### config.mk
export PLATFORM = sky130hd
export DESIGN_NAME = hex_fragment_reassembler
export DESIGN_NICKNAME = d
export VERILOG_FILES = /design/src/rtl/hfr_pkg.sv /design/src/rtl/hex_fragment_reassembler.sv /design/src/rtl/hfr_step.sv /design/src/rtl/hfr_out_fifo.sv
export SDC_FILE = /design/constraint.sdc
export NUM_CORES = 1
export LEC_CHECK = 0
export BUFFER_PORTS_ARGS = -buffer_cell sky130_fd_sc_hd__buf_4
export CORE_ASPECT_RATIO = 1.1
export CORE_UTILIZATION = 58
export DETAILED_ROUTE_END_ITERATION = 10
export GPL_ROUTABILITY_DRIVEN = 0
export PLACE_DENSITY = 0.76
export SLEW_MARGIN = 20
export SYNTH_ARGS = -nofsm -noshare
export SYNTH_HDL_FRONTEND = slang
export SYNTH_SLANG_ARGS = --single-unit
### constraint.sdc
create_clock -name aclk -period 8.34 [get_ports aclk]
set_input_delay 0.834 -clock aclk [delete_from_list [all_inputs] [get_ports aclk]]
set_output_delay 0.834 -clock aclk [all_outputs]
set_load 0.02 [all_outputs]
### src/rtl/hfr_pkg.sv
`default_nettype none
// ----------------------------------------------------------------------------
// hfr_pkg
// Shared types, constants and helper functions of the hex fragment
// reassembler: parse phases, tag match codes, result records and hex decode.
// ----------------------------------------------------------------------------
package hfr_pkg;

    // Assembly buffer size in bytes
    localparam int BUFFER_BYTES = 1024;
    // Nibble counter: counts up to and including 2 * BUFFER_BYTES
    localparam int NIB_W        = $clog2(2 * BUFFER_BYTES + 1);
    localparam logic [NIB_W-1:0] NIB_CAP = NIB_W'(2 * BUFFER_BYTES);

    // Result field widths
    localparam int CHAR_W   = 8;
    localparam int OFFSET_W = 10;
    localparam int BYTE_W   = 8;
    localparam int LEN_W    = 11;
    localparam int NUM_W    = 16;
    localparam int TDATA_W  = 32;

    // Output queue
    localparam int FIFO_DEPTH = 4;
    localparam int PTR_W      = $clog2(FIFO_DEPTH);
    localparam int CNT_W      = $clog2(FIFO_DEPTH + 1);

    // Characters of interest
    localparam logic [CHAR_W-1:0] CH_NUL  = 8'h00;
    localparam logic [CHAR_W-1:0] CH_SEMI = 8'h3B;
    localparam logic [CHAR_W-1:0] CH_CR   = 8'h0D;
    localparam logic [CHAR_W-1:0] CH_LF   = 8'h0A;
    localparam logic [CHAR_W-1:0] CH_AT   = 8'h40;
    localparam logic [CHAR_W-1:0] CH_F    = 8'h46;
    localparam logic [NUM_W-1:0]  NUM_MAX = 16'hFFFF;

    typedef enum logic [2:0] {
        PH_TAG   = 3'd0,
        PH_ID    = 3'd1,
        PH_COUNT = 3'd2,
        PH_DATA  = 3'd3,
        PH_AFTER = 3'd4,
        PH_STOP  = 3'd5
    } phase_t;

    typedef enum logic [1:0] {
        TAG_NONE = 2'd0,
        TAG_AT   = 2'd1,
        TAG_OK   = 2'd2,
        TAG_BAD  = 2'd3
    } tag_t;

    typedef enum logic [1:0] {
        ST_REJECT = 2'd0,
        ST_MORE   = 2'd1,
        ST_DONE   = 2'd2
    } status_t;

    typedef enum logic {
        KIND_DATA   = 1'b0,
        KIND_REPORT = 1'b1
    } kind_t;

    typedef struct packed {
        phase_t            phase;
        logic              in_token;
        tag_t              tag;
        logic [NUM_W-1:0]  id_acc;
        logic [NUM_W-1:0]  cnt_acc;
        logic              num_done;
        logic              accepted;
        logic [7:0]        last_id;
        logic [7:0]        frag_count;
        logic [NIB_W-1:0]  nib;
        logic [BYTE_W-1:0] hold;
    } hfr_state_t;

    typedef struct packed {
        kind_t               kind;
        logic [OFFSET_W-1:0] offset;
        logic [BYTE_W-1:0]   value;
        status_t             status;
        logic [LEN_W-1:0]    length;
        logic                last;
    } hfr_result_t;

    // Results produced by one character, in order: first, then second
    typedef struct packed {
        logic [1:0]  count;
        hfr_result_t first;
        hfr_result_t second;
    } hfr_push_t;

    typedef struct packed {
        logic       valid;
        logic [3:0] value;
    } hex_nib_t;

    function automatic hex_nib_t hex_decode(input logic [CHAR_W-1:0] c);
        hex_nib_t r;
        r.valid = 1'b0;
        r.value = 4'd0;
        if (c >= 8'h30 && c <= 8'h39) begin
            r.valid = 1'b1;
            r.value = c[3:0];
        end else if ((c >= 8'h41 && c <= 8'h46) || (c >= 8'h61 && c <= 8'h66)) begin
            r.valid = 1'b1;
            r.value = c[3:0] + 4'd9;
        end
        return r;
    endfunction

    // Acceptance already settled for this message
    function automatic logic is_decided(input phase_t ph, input logic in_tok);
        return (ph == PH_AFTER) || (ph == PH_STOP) || (ph == PH_DATA && in_tok);
    endfunction

endpackage
`default_nettype wire

### src/rtl/hex_fragment_reassembler.sv
`default_nettype none
// ----------------------------------------------------------------------------
// hex_fragment_reassembler
// Parses "@F;id;count;hexdata" messages one character per transaction and
// emits the decoded bytes of accepted fragments plus one report per message.
// ----------------------------------------------------------------------------
//
//  Channel  Dir  tdata                                   tuser         tlast
//  -------  ---  --------------------------------------  ------------  ----------------
//  s_       in   [7:0] char_in                           -             end_of_message
//  m_       out  [9:0] byte_offset, [17:10] byte_value,  result_kind   last_result
//                [19:18] fragment_status,
//                [30:20] assembled_length, [31] zero
//
//  One character is taken per cycle; it updates the parse state in the same
//  cycle and places zero, one or two results into a four-entry output queue.
//  s_tready drops only while the queue holds more than two results, so the
//  sustained input rate is one character per cycle as long as m_tready keeps
//  up with about one result per character (the queue's single read port).
//  Reset (aresetn low, synchronous) clears the parse state, the fragment
//  bookkeeping and the queue; no clearing pass is needed.
//  A stalled m_ side holds its head result stable until taken.
//
module hex_fragment_reassembler (
    input  wire logic                          aclk,
    input  wire logic                          aresetn,
    input  wire logic                          s_tvalid,
    output logic                               s_tready,
    input  wire logic [hfr_pkg::CHAR_W-1:0]    s_tdata,   // [7:0] char_in
    input  wire logic                          s_tlast,   // end_of_message
    output logic                               m_tvalid,
    input  wire logic                          m_tready,
    output logic [hfr_pkg::TDATA_W-1:0]        m_tdata,   // offset, value, status, length
    output logic                               m_tuser,   // result_kind
    output logic                               m_tlast    // last_result
);
    import hfr_pkg::*;

    hfr_state_t  state_reg;
    hfr_state_t  state_next;
    hfr_push_t   push;
    hfr_result_t head;
    logic        s_fire;

    assign s_fire = s_tvalid && s_tready;

    // Per-character logic: tokenizer, decision and hex pairing
    hfr_step u_step (
        .char_in    (s_tdata),
        .eom        (s_tlast),
        .state_cur  (state_reg),
        .state_next (state_next),
        .push       (push)
    );

    // Advance state only on an accepted transaction
    always_ff @(posedge aclk) begin
        if (!aresetn) begin
            state_reg <= '0;
        end else if (s_fire) begin
            state_reg <= state_next;
        end
    end

    // Queue results; it also decouples input acceptance from output stalls
    hfr_out_fifo u_out_fifo (
        .aclk      (aclk),
        .aresetn   (aresetn),
        .push_en   (s_fire),
        .push      (push),
        .has_room  (s_tready),
        .out_valid (m_tvalid),
        .out_ready (m_tready),
        .out_res   (head)
    );

    // Pack the head result onto the stream
    assign m_tdata = {1'b0, head.length, head.status, head.value, head.offset};
    assign m_tuser = head.kind;
    assign m_tlast = head.last;

    // The nibble counter never runs past the buffer
    a_nib_cap: assert property (@(posedge aclk) disable iff (!aresetn)
        state_reg.nib <= NIB_CAP)
        else $error("nibble index past buffer capacity");

    // After a NUL the tokenizer is never inside a token
    a_stop_idle: assert property (@(posedge aclk) disable iff (!aresetn)
        state_reg.phase == PH_STOP |-> !state_reg.in_token)
        else $error("in_token set after NUL");

    // Message end returns the parse state to the tag field
    a_eom_clear: assert property (@(posedge aclk) disable iff (!aresetn)
        s_fire && s_tlast |=> state_reg.phase == PH_TAG && !state_reg.in_token &&
                              state_reg.tag == TAG_NONE && !state_reg.accepted)
        else $error("parse state not cleared at message end");

    // Every end-of-message transaction queues exactly one report as the last result
    a_eom_report: assert property (@(posedge aclk) disable iff (!aresetn)
        s_fire && s_tlast |-> push.count != 2'd0 &&
            ((push.count == 2'd1 && push.first.kind == KIND_REPORT) ||
             (push.count == 2'd2 && push.second.kind == KIND_REPORT)))
        else $error("missing end-of-message report");

endmodule
`default_nettype wire

### src/rtl/hfr_step.sv
`default_nettype none
// ----------------------------------------------------------------------------
// hfr_step
// Next-state and result logic for one character: tokenizer, tag check,
// decimal fields, acceptance decision, hex pairing and end-of-message report.
// ----------------------------------------------------------------------------
module hfr_step (
    input  wire logic [hfr_pkg::CHAR_W-1:0] char_in,
    input  wire logic                       eom,
    input  wire hfr_pkg::hfr_state_t        state_cur,
    output hfr_pkg::hfr_state_t             state_next,
    output hfr_pkg::hfr_push_t              push
);
    import hfr_pkg::*;

    function automatic logic [NUM_W-1:0] add_dec(input logic [NUM_W-1:0] acc,
                                                 input logic [3:0] d);
        logic [NUM_W+3:0] ext;
        logic [NUM_W+3:0] v;
        ext = {4'b0, acc};
        v   = (ext << 3) + (ext << 1) + {{NUM_W{1'b0}}, d};
        return (v > {4'b0, NUM_MAX}) ? NUM_MAX : v[NUM_W-1:0];
    endfunction

    hfr_state_t  st;
    hfr_result_t data_res;
    hfr_result_t rep_res;
    hex_nib_t    hv;
    logic        is_delim;
    logic        is_digit;
    logic        decide_fire;
    logic        hex_go;
    logic        ok;

    always_comb begin
        st          = state_cur;
        decide_fire = 1'b0;
        hex_go      = 1'b0;
        ok          = 1'b0;
        hv          = hex_decode(char_in);
        is_delim    = (char_in == CH_SEMI) || (char_in == CH_CR) || (char_in == CH_LF);
        is_digit    = (char_in >= 8'h30) && (char_in <= 8'h39);
        data_res    = '0;
        rep_res     = '0;
        push        = '0;

        if (state_cur.phase == PH_STOP) begin
            // text ended by NUL: ignore until the end mark
        end else if (char_in == CH_NUL) begin
            decide_fire = !is_decided(state_cur.phase, state_cur.in_token);
            st.phase    = PH_STOP;
            st.in_token = 1'b0;
        end else if (is_delim) begin
            if (state_cur.in_token) begin
                st.in_token = 1'b0;
                unique case (state_cur.phase)
                    PH_TAG:   st.phase = PH_ID;
                    PH_ID:    st.phase = PH_COUNT;
                    PH_COUNT: st.phase = PH_DATA;
                    PH_DATA:  st.phase = PH_AFTER;
                    default:  st.phase = state_cur.phase;
                endcase
            end
        end else begin
            if (!state_cur.in_token) begin
                st.in_token = 1'b1;
                st.num_done = 1'b0;
                if (state_cur.phase == PH_DATA) begin
                    decide_fire = 1'b1;
                end
            end
            unique case (state_cur.phase)
                PH_TAG: begin
                    if (state_cur.tag == TAG_NONE && char_in == CH_AT) begin
                        st.tag = TAG_AT;
                    end else if (state_cur.tag == TAG_AT && char_in == CH_F) begin
                        st.tag = TAG_OK;
                    end else begin
                        st.tag = TAG_BAD;
                    end
                end
                PH_ID: begin
                    if (!st.num_done) begin
                        if (is_digit) st.id_acc = add_dec(st.id_acc, char_in[3:0]);
                        else          st.num_done = 1'b1;
                    end
                end
                PH_COUNT: begin
                    if (!st.num_done) begin
                        if (is_digit) st.cnt_acc = add_dec(st.cnt_acc, char_in[3:0]);
                        else          st.num_done = 1'b1;
                    end
                end
                PH_DATA: hex_go = 1'b1;
                default: ;
            endcase
        end

        if (eom && !is_decided(st.phase, st.in_token)) begin
            decide_fire = 1'b1;
        end

        // Accept or reject the fragment; at most one decision per character
        if (decide_fire) begin
            if (st.tag == TAG_OK) begin
                if (st.id_acc == '0) begin
                    st.frag_count = st.cnt_acc[7:0];
                    st.last_id    = 8'd0;
                    st.nib        = '0;
                    ok            = 1'b1;
                end else if (({8'b0, state_cur.last_id} + 16'd1 == st.id_acc) &&
                             ({8'b0, state_cur.frag_count} == st.cnt_acc)) begin
                    st.last_id = st.id_acc[7:0];
                    ok         = 1'b1;
                end
            end
            st.accepted = ok;
        end

        if (hex_go && st.accepted && st.nib < NIB_CAP) begin
            if (!st.nib[0]) begin
                if (hv.valid) st.hold = {4'b0, hv.value};
            end else begin
                st.hold         = {st.hold[3:0], (hv.valid ? hv.value : 4'd0)};
                data_res.kind   = KIND_DATA;
                data_res.offset = OFFSET_W'(st.nib >> 1);
                data_res.value  = st.hold;
                data_res.status = ST_REJECT;
                data_res.last   = !eom;
                push.count      = 2'd1;
                push.first      = data_res;
            end
            st.nib = st.nib + NIB_W'(1);
        end

        if (eom) begin
            rep_res.kind   = KIND_REPORT;
            rep_res.status = ST_REJECT;
            rep_res.last   = 1'b1;
            if (st.accepted) begin
                if ({1'b0, st.last_id} + 9'd1 == {1'b0, st.frag_count}) begin
                    rep_res.status = ST_DONE;
                    rep_res.length = LEN_W'(st.nib >> 1);
                end else begin
                    rep_res.status = ST_MORE;
                end
            end
            if (push.count == 2'd0) push.first  = rep_res;
            else                    push.second = rep_res;
            push.count = push.count + 2'd1;
            // drop per-message parse state
            st.phase    = PH_TAG;
            st.in_token = 1'b0;
            st.tag      = TAG_NONE;
            st.id_acc   = '0;
            st.cnt_acc  = '0;
            st.num_done = 1'b0;
            st.accepted = 1'b0;
        end

        state_next = st;
    end

endmodule
`default_nettype wire

### src/rtl/hfr_out_fifo.sv
`default_nettype none
// ----------------------------------------------------------------------------
// hfr_out_fifo
// Small result queue: takes up to two results per cycle, gives one per
// transaction, and keeps the input side running while the output stalls until it holds more than two results.
// ----------------------------------------------------------------------------
module hfr_out_fifo (
    input  wire logic                  aclk,
    input  wire logic                  aresetn,
    input  wire logic                  push_en,
    input  wire hfr_pkg::hfr_push_t    push,
    output logic                       has_room,
    output logic                       out_valid,
    input  wire logic                  out_ready,
    output hfr_pkg::hfr_result_t       out_res
);
    import hfr_pkg::*;

    hfr_result_t       mem [FIFO_DEPTH];
    logic [PTR_W-1:0]  wr_ptr_reg, wr_ptr_next;
    logic [PTR_W-1:0]  rd_ptr_reg, rd_ptr_next;
    logic [CNT_W-1:0]  count_reg, count_next;
    logic [1:0]        n_push;
    logic              pop;

    assign n_push    = push_en ? push.count : 2'd0;
    assign out_valid = (count_reg != '0);
    assign pop       = out_valid && out_ready;
    assign has_room  = (count_reg <= CNT_W'(FIFO_DEPTH - 2));
    assign out_res   = mem[rd_ptr_reg];

    always_comb begin
        wr_ptr_next = wr_ptr_reg + PTR_W'(n_push);
        rd_ptr_next = rd_ptr_reg + PTR_W'(pop);
        count_next  = count_reg + CNT_W'(n_push) - CNT_W'(pop);
    end

    always_ff @(posedge aclk) begin
        if (n_push != 2'd0) begin
            mem[wr_ptr_reg] <= push.first;
        end
        if (n_push == 2'd2) begin
            mem[wr_ptr_reg + PTR_W'(1)] <= push.second;
        end
    end

    always_ff @(posedge aclk) begin
        if (!aresetn) begin
            wr_ptr_reg <= '0;
            rd_ptr_reg <= '0;
            count_reg  <= '0;
        end else begin
            wr_ptr_reg <= wr_ptr_next;
            rd_ptr_reg <= rd_ptr_next;
            count_reg  <= count_next;
        end
    end

endmodule
`default_nettype wire
==> metrics.md <==
| Metric | Value |
|---|---|
| Worst Setup Start Kind | primary input |
| Post-synth top area cell | dfxtp_1 |
| Die span in y | between 150 and 200 um |
| Fin crit share | about nine tenths |
| Final wirelength | around 36000 um |
| Relative max-transition margin | around 40% |
| TNS Setup | 0 ns |
| Worst R2R Setup Slack | around 1.0 ns |
| Area of the multi-input gates | ~8000 um2 |
| Final hold slack | between 0.4 and 0.5 ns |
| Register Area | 4830 um2 |
| WS Path Type | in2reg |
| Area of the core | approximately 22000 um2 |
| Net Count, Synth | approximately 1500 |
| Clk buf depth | 3 |
| CTS buffer count | 24 |
| Hold bufs inserted after CTS | 0 |
| Most area-consuming cells after synthesis | dfxtp_1, edfxtp_1, ha_1 |
| Wire length per cell | 20.4 um |
| Initial DRC Count | around 1200 |
| Achievable Freq | approximately 0.13 GHz |
| Int Pwr | around 1.9 mW |
| Initial antenna violation count | 0 |
| DRC Markers | 0 |
| Register share of total power | 41.0% |
| Largest family of logic cells by synthesized area | compound AO/OA/AOI/OAI gates |
| Port bufs | 47 |
| Worst Setup End Kind | flop |
| Synth Cell Area | around 13000 um2 |
| Max Cap Violations | 0 |
| # rows | between 50 and 60 |
| Vias | approximately 12000 |
| RSZ-0062 raised after global routing | false |
| Vias in the first global route | approximately 11000 |
| Synth Warn # | 0 |
| Post-synth EDFFs | 60 |
| Post-route ant nets | 0 |
| Max IR drop VDD | between 0.15 and 0.2 mV |
| Sequential area share after synthesis | around 36% |
| #FFs+latches synth | between 200 and 250 |
| Post-synthesis async set-or-reset flop share | 0% |
| Post-CTS Repair Setup Buffers | 0 |
| Vias per inst | around 6.6 |
| Synth Area in Simple Gates | about 18% |
| Die area | ~24000 um2 |
| Fill count | around 1800 |
| Static leakage | about 6 nW |
| Main synth FF type | dfxtp_1 |
| Final Hold Vio Count | 0 |
| Maximum number of pins on one net before global-route repair | 79 |
| Req. time, crit path | approximately 8.8 ns |
| Post-Synth XOR/XNOR Area | 3.73% |
| Reg clk slew, reported paths | 0.06 ns |
| Max FFs per register | between 100 and 150 |
| Max Slew Vio Count | 0 |
| Post-synthesis mux area share | between 8 and 9% |
| Ports | 49 |
| Syn_area_per_cell | roughly 9.5 um2 |
| Outcome | finished clean |
| Grt total ovfl | 0 |
| CTS tree | yes |
| # setup viols final | 0 |
| Comb power frac | between 20 and 25% |
| Initial core utilization | between 50 and 60% |
| Insertion delay to the later sink of the worst-skew pair | 0.51 ns |
| First-pass GRT wire length | between 50000 and 60000 um |
| Worst Clk Skew | 0.0102 ns |
| Commonest non-fill, non-tap cell in the layout | dfxtp_1 |
| Most frequent cells in the layout | dfxtp_1, nand2_1, nor2_1, buf_4, a21oi_1 |
| Net Sw Frac | 29.5% |
| Count of cell types in the netlist | between 80 and 90 |
| Area fraction in compound gates after synthesis | around 22% |
| Nets@finish | between 1500 and 2000 |
| NetSw | between 800 and 900 uW |
| Worst slew pin tran | just under 0.9 ns |
| Detailed Place HPWL | between 20000 and 30000 um |
| Power density cells | around 180 nW/um2 |
| Max FO, Critical Path | 14 |
| Cells after synthesis | 1417 |
| Share of the synthesized area in the top cell type | between 20% and 30% |
| WP data arrival | between 7 and 8 ns |
| Tightest Hold Check Type | reg2reg |
| Post-CTS sizing | 0 |
| CTS sink count | 211 |
| Clk network pwr share | about two fifths |
| H-tree depth | 1 |
| Synth Area in Adders | 7.94% |
| N_diodes | 0 |
| GRT Overall Usage | 29.9% |
| Layout cells sized above 1 | between 10% and 20% |
| Root Buffer Master | clkbuf_16 |
| Die X | about 150 um |
| Min Clock Period, post-route | roughly 7.5 ns |
| Synthesis-to-finish area growth | 10.8% |
| First-pass DRT Iterations | 7 |
[final cells by class]
class | instances | area share [%]
Clock inverter | 13 | 0.733
Sequential cell | 211 | 32.5
Clock buffer | 31 | 4.65
Multi-Input combinational cell | 1072 | 54.2
Timing Repair Buffer | 86 | 4.35
Tap cell | 295 | 2.49
Inverter | 42 | 1.06
[cell usage after synthesis (27+ instances only)]
master    number
nand2_1      110
xnor2_1       31
dfxtp_1      151
inv_1         42
nor2_1        90
a21oi_1       82
nand3_1       34
o21ai_0       70
clkbuf_1      77
nor3_1        58
a22o_1        63
nor2b_1       32
mux4_2        33
ha_1          77
edfxtp_1      60
mux2i_1       27
[cell families (layout without fill, tap and decap cells)]
logic type / after synthesis / in the layout
simple gates: 458 / 458
compound gates: 405 / 405
flops: 211 / 211
buf+inv: 134 / 172
fa+ha+maj: 82 / 82
mux: 69 / 69
xor+xnor: 57 / 57
other cells: 1 / 1
[routing by layer]
metal / share of wire [%] / track usage (%) / vias to the layer above
li1: - / - / 5402
met1: 41 / 38.1 / 5584
met2: 49 / 51.6 / 495
met3: 7.1 / 3.95 / 89
met4: 2.9 / 11.4 / 0
met5: 0 / 0 / -
[critical path, cell delays in order]
cell	delay, ns
buf_4	0.20
inv_1	0.14
fa_1	0.55
inv_1	0.07
ha_1	0.29
a211oi_1	0.08
o21ai_1	0.30
a31oi_1	0.17
o41ai_1	0.40
xor2_1	0.31
or3_1	0.45
o311ai_0	0.49
o211a_1	0.27
nand4b_1	0.12
or3_1	0.45
a21oi_1	0.29
o21a_1	0.23
ha_1	0.28
inv_1	0.12
ha_1	0.39
nor2_1	0.23
a21oi_1	0.11
nor3_1	0.18
buf_4	0.18
and3_1	0.53
a22o_1	0.22
[power by group through the flow]
stage	combinational, mW	clock [mW]	sequential, mW
finish	0.553	1.06	1.12
global route	0.600	1.11	1.13
CTS	0.556	1.07	1.12
detailed placement	0.554	0	1.14
global placement	0.547	0	1.14
floorplan	0.420	0	1.12
[worst paths after layout]
check,from,endpoint,cells after the start
max,s_tdata[3],u_out_fifo.mem[0][24]$_SDFFE_PP0P_,26
max reg2reg,state_reg[54]$_SDFFE_PN0P_,u_out_fifo.mem[0][24]$_SDFFE_PP0P_,23
min reg2reg,u_out_fifo.mem[3][14]$_SDFFE_PP0P_,u_out_fifo.mem[3][14]$_SDFFE_PP0P_,2
min,u_out_fifo.mem[3][14]$_SDFFE_PP0P_,u_out_fifo.mem[3][14]$_SDFFE_PP0P_,2
[per-stage QoR]
step / setup WS (ns) / instance area, um2 / power [mW] / utilization [%] / instances
after floorplan: 0.854 / 13400 / 1.54 / - / 1417
after global placement: 0.643 / 14000 / 1.69 / 62.7 / 1706
after detailed placement: 0.500 / 14000 / 1.70 / 62.7 / 1706
after CTS: 0.982 / 14800 / 2.74 / 66.2 / 1750
after global routing: 0.267 / 14800 / 2.84 / 66.3 / 1750
final: 0.884 / 14800 / 2.74 / 66.3 / 1750
Power figures use the tool's default switching activity.
